===== src/design/jdd_pkg.sv =====
// Shared types, constants and the month offset table of the Julian day date arithmetic core.
package jdd_pkg;

	// Width of a day number (JD + 0.5) for years 0..16383
	localparam int DN_W = 23;

	// Width of the day count and of the difference result
	localparam int CNT_W = 22;

	// First day number of the Gregorian calendar
	localparam logic [DN_W-1:0] JULIAN_LIMIT = 23'd2299161;

	// Largest day difference that can be reported
	localparam logic [CNT_W-1:0] DIFF_MAX = 22'h3FFFFF;

	// Exact floor division by reciprocal: x/d == (x * ceil(2^k/d)) >> k over the input range.
	// y/100 for y < 2^14
	localparam int DIV100_SHIFT = 21;
	localparam logic [14:0] DIV100_MULT =
		15'(((64'd1 << DIV100_SHIFT) + 64'd99) / 64'd100);

	// (4z - 7468865)/146097 for x < 2^25
	localparam int GREG_SHIFT = 43;
	localparam logic [25:0] GREG_MULT =
		26'(((64'd1 << GREG_SHIFT) + 64'd146096) / 64'd146097);

	// (20b - 2442)/7305 for x < 2^28
	localparam int CENT_SHIFT = 41;
	localparam logic [28:0] CENT_MULT =
		29'(((64'd1 << CENT_SHIFT) + 64'd7304) / 64'd7305);

	// (10000*bd)/306001 for 10000*bd < 2^23; the factor 10000 is folded into the constant
	localparam int MON_SHIFT = 42;
	localparam logic [37:0] MON_MULT =
		38'(64'd10000 * (((64'd1 << MON_SHIFT) + 64'd306000) / 64'd306001));

	// Transaction sideband that travels alongside the inverse pipeline
	typedef struct packed {
		logic             action;
		logic             underflow;
		logic [CNT_W-1:0] diff;
	} jdd_tag_t;

	// floor(30.6001 * k) for k = 0..16
	function automatic logic [8:0] month_offset(input logic [4:0] k);
		logic [8:0] r;
		case (k)
			5'd0:    r = 9'd0;
			5'd1:    r = 9'd30;
			5'd2:    r = 9'd61;
			5'd3:    r = 9'd91;
			5'd4:    r = 9'd122;
			5'd5:    r = 9'd153;
			5'd6:    r = 9'd183;
			5'd7:    r = 9'd214;
			5'd8:    r = 9'd244;
			5'd9:    r = 9'd275;
			5'd10:   r = 9'd306;
			5'd11:   r = 9'd336;
			5'd12:   r = 9'd367;
			5'd13:   r = 9'd397;
			5'd14:   r = 9'd428;
			5'd15:   r = 9'd459;
			5'd16:   r = 9'd489;
			default: r = 9'd0;
		endcase
		return r;
	endfunction

endpackage


===== src/design/julian_day_date_arithmetic_core.sv =====
// Top level of the Julian day date arithmetic core: forward conversion and difference stages.
//
// One transaction enters per clock: start is taken whenever it is high, since busy is held
// low, and the result appears on the result ports for exactly one cycle, marked by done.
// The receiver cannot stall the core, so capture the result in the cycle done is high.
// The stages follow the chain of constant multiplications: two stages convert both dates
// to day numbers, one stage forms the difference or the shifted day number, and seven
// stages invert the day number back to a date, with a register after
// every reciprocal multiply. Action 0 gives the absolute day difference (saturating) with
// the date fields zero; action 1 gives the date day_count days before the first date with
// day_difference zero, or raises underflow with the date fields zero when that date falls
// before day number 0. result_year is two's complement and wraps within its 15 bits.
module julian_day_date_arithmetic_core (
	input  logic                       clk,
	input  logic                       arst_n,
	input  logic                       start,
	output logic                       busy,
	input  logic                       action,
	input  logic [4:0]                 first_day,
	input  logic [3:0]                 first_month,
	input  logic [13:0]                first_year,
	input  logic [4:0]                 second_day,
	input  logic [3:0]                 second_month,
	input  logic [13:0]                second_year,
	input  logic [21:0]                day_count,
	output logic                       done,
	output logic [21:0]                day_difference,
	output logic [4:0]                 result_day,
	output logic [3:0]                 result_month,
	output logic signed [14:0]         result_year,
	output logic                       underflow
);

	logic                              valid_s1;
	logic                              valid_s2;
	logic                              valid_s3;
	logic                              action_s1;
	logic                              action_s2;
	logic [jdd_pkg::CNT_W-1:0]         count_s1;
	logic [jdd_pkg::CNT_W-1:0]         count_s2;

	logic [jdd_pkg::DN_W-1:0]          n1;
	logic [jdd_pkg::DN_W-1:0]          n2;

	logic [23:0]                       delta;
	logic [23:0]                       delta_abs;
	logic [23:0]                       z_full;
	jdd_pkg::jdd_tag_t                 tag;
	jdd_pkg::jdd_tag_t                 tag_s3;
	logic [jdd_pkg::DN_W-1:0]          z_s3;

	// The pipeline never stalls, so accept a transaction every cycle
	assign busy = 1'b0;

	// Advance valid bits with each transaction
	always_ff @(posedge clk or negedge arst_n) begin
		if (!arst_n) begin
			valid_s1 <= 1'b0;
			valid_s2 <= 1'b0;
			valid_s3 <= 1'b0;
		end else begin
			valid_s1 <= start;
			valid_s2 <= valid_s1;
			valid_s3 <= valid_s2;
		end
	end

	// Hold the action and day count alongside the day number stages
	always_ff @(posedge clk) begin
		action_s1 <= action;
		count_s1  <= day_count;
		action_s2 <= action_s1;
		count_s2  <= count_s1;
	end

	jdd_day_number u_first (
		.clk        (clk),
		.day        (first_day),
		.month      (first_month),
		.year       (first_year),
		.day_number (n1)
	);

	jdd_day_number u_second (
		.clk        (clk),
		.day        (second_day),
		.month      (second_month),
		.year       (second_year),
		.day_number (n2)
	);

	// Stage 3: difference with saturation for action 0, shifted day number for action 1
	always_comb begin
		delta     = {1'b0, n1} - {1'b0, n2};
		delta_abs = delta[23] ? (24'd0 - delta) : delta;
		z_full    = {1'b0, n1} - {2'b00, count_s2};

		tag.action    = action_s2;
		tag.underflow = action_s2 && z_full[23];
		if (action_s2) begin
			tag.diff = '0;
		end else if (delta_abs > 24'(jdd_pkg::DIFF_MAX)) begin
			tag.diff = jdd_pkg::DIFF_MAX;
		end else begin
			tag.diff = delta_abs[jdd_pkg::CNT_W-1:0];
		end
	end

	always_ff @(posedge clk) begin
		tag_s3 <= tag;
		z_s3   <= z_full[jdd_pkg::DN_W-1:0];
	end

	jdd_from_day u_from_day (
		.clk            (clk),
		.arst_n         (arst_n),
		.in_valid       (valid_s3),
		.in_tag         (tag_s3),
		.in_z           (z_s3),
		.done           (done),
		.day_difference (day_difference),
		.result_day     (result_day),
		.result_month   (result_month),
		.result_year    (result_year),
		.underflow      (underflow)
	);

endmodule


===== src/design/jdd_day_number.sv =====
// Two-stage pipeline that maps a calendar date to its day number.
module jdd_day_number (
	input  logic                      clk,
	input  logic [4:0]                day,
	input  logic [3:0]                month,
	input  logic [13:0]               year,
	output logic [jdd_pkg::DN_W-1:0]  day_number
);

	logic                     is_jf;
	logic [13:0]              y_for_a;
	logic [14:0]              y_shift;
	logic [4:0]               m_adj;
	logic [28:0]              a_prod;
	logic [25:0]              y_prod;

	logic [28:0]              a_prod_s1;
	logic [22:0]              yterm_s1;
	logic [8:0]               moff_s1;
	logic [4:0]               day_s1;

	logic [7:0]               a_cent;
	logic [23:0]              sum;
	logic [jdd_pkg::DN_W-1:0] dn_s2;

	// January and February count as months 13 and 14 of the previous year
	always_comb begin
		is_jf   = (month == 4'd1) || (month == 4'd2);
		// year 0 in Jan/Feb gives year -1, whose century truncates to zero
		y_for_a = (is_jf && (year == 14'd0)) ? 14'd0 : (year - 14'(is_jf));
		y_shift = 15'(year) + 15'd4716 - 15'(is_jf);
		m_adj   = 5'(month) + (is_jf ? 5'd12 : 5'd0);
		a_prod  = 29'(y_for_a) * 29'(jdd_pkg::DIV100_MULT);
		y_prod  = 26'(y_shift) * 26'd1461;
	end

	always_ff @(posedge clk) begin
		a_prod_s1 <= a_prod;
		yterm_s1  <= y_prod[24:2];
		moff_s1   <= jdd_pkg::month_offset(m_adj + 5'd1);
		day_s1    <= day;
	end

	// N = yterm + moff + D + 2 - A + A/4 - 1524
	always_comb begin
		a_cent = a_prod_s1[jdd_pkg::DIV100_SHIFT +: 8];
		sum    = 24'(yterm_s1) + 24'(moff_s1) + 24'(day_s1) + 24'(a_cent >> 2)
			- 24'(a_cent) - 24'd1522;
	end

	always_ff @(posedge clk) begin
		dn_s2 <= sum[jdd_pkg::DN_W-1:0];
	end

	assign day_number = dn_s2;

endmodule


===== src/design/jdd_from_day.sv =====
// Seven-stage pipeline that turns a day number back into a date and forms the final result.
module jdd_from_day (
	input  logic                       clk,
	input  logic                       arst_n,
	input  logic                       in_valid,
	input  jdd_pkg::jdd_tag_t          in_tag,
	input  logic [jdd_pkg::DN_W-1:0]   in_z,
	output logic                       done,
	output logic [jdd_pkg::CNT_W-1:0]  day_difference,
	output logic [4:0]                 result_day,
	output logic [3:0]                 result_month,
	output logic signed [14:0]         result_year,
	output logic                       underflow
);

	// Stage 4: Gregorian correction product
	logic [24:0]              xg;
	logic                     valid_s4;
	jdd_pkg::jdd_tag_t        tag_s4;
	logic [22:0]              z_s4;
	logic                     greg_s4;
	logic [50:0]              prodg_s4;

	// Stage 5: b = A + 1524
	logic [7:0]               alpha;
	logic [23:0]              a_sum;
	logic                     valid_s5;
	jdd_pkg::jdd_tag_t        tag_s5;
	logic [22:0]              b_s5;

	// Stage 6: 20b - 2442
	logic                     valid_s6;
	jdd_pkg::jdd_tag_t        tag_s6;
	logic [22:0]              b_s6;
	logic [27:0]              xc_s6;

	// Stage 7: year count product
	logic                     valid_s7;
	jdd_pkg::jdd_tag_t        tag_s7;
	logic [22:0]              b_s7;
	logic [56:0]              prodc_s7;

	// Stage 8: C and B - D
	logic [14:0]              c_val;
	logic [24:0]              d_prod;
	logic [22:0]              bd_full;
	logic                     valid_s8;
	jdd_pkg::jdd_tag_t        tag_s8;
	logic [14:0]              c_s8;
	logic [8:0]               bd_s8;

	// Stage 9: month product
	logic                     valid_s9;
	jdd_pkg::jdd_tag_t        tag_s9;
	logic [14:0]              c_s9;
	logic [8:0]               bd_s9;
	logic [46:0]              prode_s9;

	// Stage 10: date fields
	logic [4:0]               e_val;
	logic [8:0]               day_full;
	logic [3:0]               month_val;
	logic [14:0]              year_val;
	logic                     keep;
	logic                     valid_s10;
	jdd_pkg::jdd_tag_t        tag_s10;
	logic [4:0]               day_s10;
	logic [3:0]               month_s10;
	logic [14:0]              year_s10;

	always_ff @(posedge clk or negedge arst_n) begin
		if (!arst_n) begin
			valid_s4  <= 1'b0;
			valid_s5  <= 1'b0;
			valid_s6  <= 1'b0;
			valid_s7  <= 1'b0;
			valid_s8  <= 1'b0;
			valid_s9  <= 1'b0;
			valid_s10 <= 1'b0;
		end else begin
			valid_s4  <= in_valid;
			valid_s5  <= valid_s4;
			valid_s6  <= valid_s5;
			valid_s7  <= valid_s6;
			valid_s8  <= valid_s7;
			valid_s9  <= valid_s8;
			valid_s10 <= valid_s9;
		end
	end

	// Only meaningful on the Gregorian side, where 4z exceeds the offset
	assign xg = {in_z, 2'b00} - 25'd7468865;

	always_ff @(posedge clk) begin
		tag_s4   <= in_tag;
		z_s4     <= in_z;
		greg_s4  <= (in_z >= jdd_pkg::JULIAN_LIMIT);
		prodg_s4 <= 51'(xg) * 51'(jdd_pkg::GREG_MULT);
	end

	always_comb begin
		alpha = prodg_s4[jdd_pkg::GREG_SHIFT +: 8];
		a_sum = greg_s4 ? (24'(z_s4) + 24'd1 + 24'(alpha) - 24'(alpha >> 2)) : 24'(z_s4);
	end

	always_ff @(posedge clk) begin
		tag_s5 <= tag_s4;
		b_s5   <= 23'(a_sum + 24'd1524);
	end

	always_ff @(posedge clk) begin
		tag_s6 <= tag_s5;
		b_s6   <= b_s5;
		xc_s6  <= 28'(b_s5) * 28'd20 - 28'd2442;
	end

	always_ff @(posedge clk) begin
		tag_s7   <= tag_s6;
		b_s7     <= b_s6;
		prodc_s7 <= 57'(xc_s6) * 57'(jdd_pkg::CENT_MULT);
	end

	always_comb begin
		c_val   = prodc_s7[jdd_pkg::CENT_SHIFT +: 15];
		d_prod  = 25'(c_val) * 25'd1461;
		bd_full = b_s7 - d_prod[24:2];
	end

	always_ff @(posedge clk) begin
		tag_s8 <= tag_s7;
		c_s8   <= c_val;
		bd_s8  <= bd_full[8:0];
	end

	always_ff @(posedge clk) begin
		tag_s9   <= tag_s8;
		c_s9     <= c_s8;
		bd_s9    <= bd_s8;
		prode_s9 <= 47'(bd_s8) * 47'(jdd_pkg::MON_MULT);
	end

	// Month from E; year from C, one higher for January and February
	always_comb begin
		e_val    = prode_s9[jdd_pkg::MON_SHIFT +: 5];
		day_full = bd_s9 - jdd_pkg::month_offset(e_val);
		month_val = 4'd0;
		if ((e_val >= 5'd4) && (e_val < 5'd14)) begin
			month_val = 4'(e_val - 5'd1);
		end else if ((e_val == 5'd14) || (e_val == 5'd15)) begin
			month_val = 4'(e_val - 5'd13);
		end
		year_val = 15'd0;
		if (month_val > 4'd2) begin
			year_val = c_s9 - 15'd4716;
		end else if ((month_val == 4'd1) || (month_val == 4'd2)) begin
			year_val = c_s9 - 15'd4715;
		end
		keep = tag_s9.action && !tag_s9.underflow;
	end

	always_ff @(posedge clk) begin
		tag_s10   <= tag_s9;
		day_s10   <= keep ? day_full[4:0] : 5'd0;
		month_s10 <= keep ? month_val : 4'd0;
		year_s10  <= keep ? year_val : 15'd0;
	end

	assign done           = valid_s10;
	assign day_difference = tag_s10.diff;
	assign result_day     = day_s10;
	assign result_month   = month_s10;
	assign result_year    = year_s10;
	assign underflow      = tag_s10.underflow;

endmodule


===== config.mk =====
export PLATFORM = sky130hd
export DESIGN_NAME = julian_day_date_arithmetic_core
export DESIGN_NICKNAME = d
export VERILOG_FILES = /design/src/design/jdd_pkg.sv /design/src/design/julian_day_date_arithmetic_core.sv /design/src/design/jdd_day_number.sv /design/src/design/jdd_from_day.sv
export SDC_FILE = /design/constraint.sdc
export NUM_CORES = 2
export LEC_CHECK = 0
export ABC_AREA = 1
export BUFFER_PORTS_ARGS = -buffer_cell sky130_fd_sc_hd__buf_4
export CELL_PAD_IN_SITES_DETAIL_PLACEMENT = 0
export CELL_PAD_IN_SITES_GLOBAL_PLACEMENT = 2
export CORE_MARGIN = 4
export CORE_UTILIZATION = 41
export CTS_CLUSTER_DIAMETER = 120
export DETAILED_ROUTE_END_ITERATION = 8
export PLACE_DENSITY = 0.91
export RECOVER_POWER = 100
export REMOVE_ABC_BUFFERS = 1
export SYNTH_ARGS = -nofsm -noshare
export SYNTH_HDL_FRONTEND = slang
export SYNTH_HIERARCHICAL = 1
export SYNTH_SLANG_ARGS = --single-unit

===== constraint.sdc =====
create_clock -name clk -period 8.65 [get_ports clk]
set_input_delay 0.4325 -clock clk [delete_from_list [all_inputs] [get_ports clk]]
set_output_delay 0.4325 -clock clk [all_outputs]
set_load 0.01 [all_outputs]

==> qor.yml <==
core_um2: 181000
dpl.hpwl_um: 172000
setup-violations-final: 0
timing.rr.start: "z_s3[0]"
final_nets: 11600
ys_top_cells_by_area: "fa_1 24%, ha_1 21%, dfxtp_1 16%, inv_1 12%, nand2_1 7.4%"
grt.total_usage_pct: 20.5
synth.mux.area_fraction_pct: 0
synth-simple-area-share_pct: 15.8
port_buffers: 119
synth_enable_flop_cells: 0
worstMarginPinSlew_ns: 1.62
grt_pass1_wl_um: 313000
synth-seq-cells: 598
hold_viol_final: 0
cap_violations: 1
finalWorstSetupSlack_ns: 0.770
insertion_delay_ns: 0.67
slew-limit-headroom_pct: -8.31
dieArea_um2: 190000
drc: 0
ys_warn_count: 6
yosysTopAreaCell: "fa_1"
cp.required_ns: 9.18
clkTransAtPathRegs_ns: 0.06
netlist_instances: 9151
cts.path.max_buffers: 3
timing.rr.end: "u_from_day/prodg_s4[50]"
netlist_area_um2: 75000
antenna_found_initial: 3
critical_path.max_fanout: 15
arrival_ns: 8.41
start_kind: "register"
grt_start_max_net_pins: 35
synthTopCellsByCount: "2430 x inv_1, 1482 x nand2_1, 1272 x ha_1, 916 x fa_1, 588 x dfxtp_1"
crit_type: "register to register"
drive_gt1_share_pct: 3.94
num_vias: 56500
die_x_um: 436
pre_cts_ws_ns: 0.948
syn_avg_cell_area_um2: 8.20
dr.pass1.iters: 6
synth_compound_area_share_pct: 6.53
drtIter0Drc: 2784
cpPeakStageDelay_ns: 0.55
start_util_pct: 41.4
post_cts_resized: 0
hold_buffers: 35
route.final.wire_length_um: 194000
die_y_um: 436
synth_adder_area_share_pct: 45.7
cts_buffers: 70
gp_congestion: 0.917
yosysSeqAreaShare_pct: 16.0
cpMostUsedCell: "inv_1"
period_share_pct: 91.1
setup.worst_path.end_class: "register"
min_path_type: "input port to register"
syn_to_final_growth_pct: 8.14
fmaxAchievable_mhz: 127
synth_xor_area_share_pct: 3.32
cts.htree.levels: 3
wl_per_cell_um: 16.4
r2r_slack_ns: 0.77
synth.most_common_cell: "inv_1"
cts_setup_buffers: 0
routed_via_density: 4.79
fin_crit_ns: 7.88
clock-skew-final_ns: 0.0402
cts-root-buf: "clkbuf_16"
synth_cell_type_count: 76
slew_violations: 35
reg2regPathDepth: 33
hold_depth: 3
min-delay-start: "first_month[1]"
synth_top_family_by_area: "adder cells"
fin_tns_setup_ns: 0
num_rows: 156
cts_tree: "done"
grt_overflow: 0
yosys_most_used_dff: "dfxtp_1"
synth_top_area_share_pct: 24.4
violations: "max-capacitance violations, max-slew violations"
slowest_stage: "fa_1"
rsz0062_at_grt: "false"
min_to: "u_first/moff_s1[2]"
io_pins: 121
outcome: "finished, violations left"
async_flop_share_pct: 1.67
grt_pass1_vias: 59200
cts_sinks: 598
ant_nets: 0
[worst max-delay path: cells and delay by family (launching register included)]
kind | cells | cell delay (ns)
AO/OA/AOI/OAI | 8 | 1.82
adder cells (fa/ha/maj) | 9 | 3.79
AND/OR/NAND/NOR | 8 | 1.02
buffers and inverters | 7 | 0.59
XOR/XNOR | 1 | 0.15
flip-flops | 1 | 0.37
[placed cells by master (no fill, tap or decap), types with 18 or more instances in the layout]
master	netlist	layout
inv_1	2430	2434
nand2_1	1482	1491
ha_1	1272	1272
fa_1	916	916
dfxtp_1	588	588
nor2_1	534	544
a21oi_1	383	400
nand3_1	340	347
o21ai_0	221	234
xor2_1	199	199
nand4_1	117	117
xnor2_1	75	75
clkbuf_16	0	72
clkbuf_1	12	72
nor3_1	70	71
buf_4	2	43
o21bai_1	37	40
inv_2	44	39
nand2_2	46	38
dlygate4sd3_1	0	35
a21o_1	34	34
nor2_2	30	25
clkbuf_4	0	25
a31oi_1	24	24
nor4_1	21	21
a21boi_0	15	19
nand3_2	24	19
o21a_1	18	18
[layout make-up]
type,instances,area (um2)
diodes,2,5.00
clock buffers,96,2040
clock inverters,29,407
fillers,18100,100000
inverters,2481,9320
multi-input cells,6047,53300
flip-flops and latches,598,12000
well taps,2370,2970
repair buffers,166,1100
[worst max path at each step]
stage | startpoint | end | cells after the start
6_report | z_s3[0] | u_from_day/prodg_s4[50] | 33
5_1_grt | z_s3[0] | u_from_day/prodg_s4[50] | 33
3_5_place_dp | z_s3[0] | u_from_day/prodg_s4[50] | 35
3_3_place_gp | z_s3[0] | u_from_day/prodg_s4[50] | 35
2_1_floorplan | z_s3[0] | u_from_day/prodg_s4[50] | 35
4_1_cts | z_s3[0] | u_from_day/prodg_s4[50] | 35
[metal layers]
metal,vias up,global-route usage (%),wire [um]
li1,28500,-,-
met3,259,2.32,6970
met1,26800,26.5,86700
met2,911,36.1,94000
met5,-,0,13
met4,2,5.94,5860
[stage by stage]
step / utilization (%) / std cells / hold WS (ns) / area [um2]
final: 44.7 / 11800 / 0.120 / 81100
after global routing: 44.7 / 11800 / 0.102 / 81100
after CTS: 45.0 / 11800 / 0.0319 / 81600
after detailed placement: 43.5 / 11600 / 0.267 / 78800
after global placement: 43.5 / 11600 / 0.260 / 78800
after floorplan: - / 9126 / 0.137 / 74900
[registers in the layout, indices dropped and copies added (netlist names), 15 cells and up, named ones only]
| register | cells |
|---|---|
| tag_s3 | 24 |
| u_from_day/b_s5 | 23 |
| u_from_day/prodc_s7 | 15 |
| u_first/yterm_s1 | 23 |
| u_first/day_number | 23 |
| u_from_day/tag_s8 | 24 |
| z_s3 | 23 |
| u_from_day/xc_s6 | 26 |
| u_from_day/tag_s9 | 24 |
| u_from_day/tag_s7 | 24 |
| count_s2 | 22 |
| u_from_day/c_s9 | 15 |
| u_from_day/c_s8 | 15 |
| u_second/day_number | 23 |
| u_second/yterm_s1 | 23 |
| u_from_day/tag_s4 | 24 |
| u_from_day/tag_s5 | 24 |
| count_s1 | 22 |
| u_from_day/tag_s6 | 24 |
| u_from_day/day_difference | 22 |
| u_from_day/z_s4 | 23 |
| u_from_day/result_year | 15 |
[kinds of logic (layout without fill, tap and decap cells)]
family                   Yosys count  count (layout)
XOR/XNOR                         279             279
flip-flops                       598             598
AO/OA/AOI/OAI                    846             846
other                              1               3
buffers and inverters           2506            2772
AND/OR/NAND/NOR                 2733            2733
adder cells (fa/ha/maj)         2188            2188
Power is not shown: default switching activity piles up to over one toggle a cycle in this logic, so the estimate is an artifact.
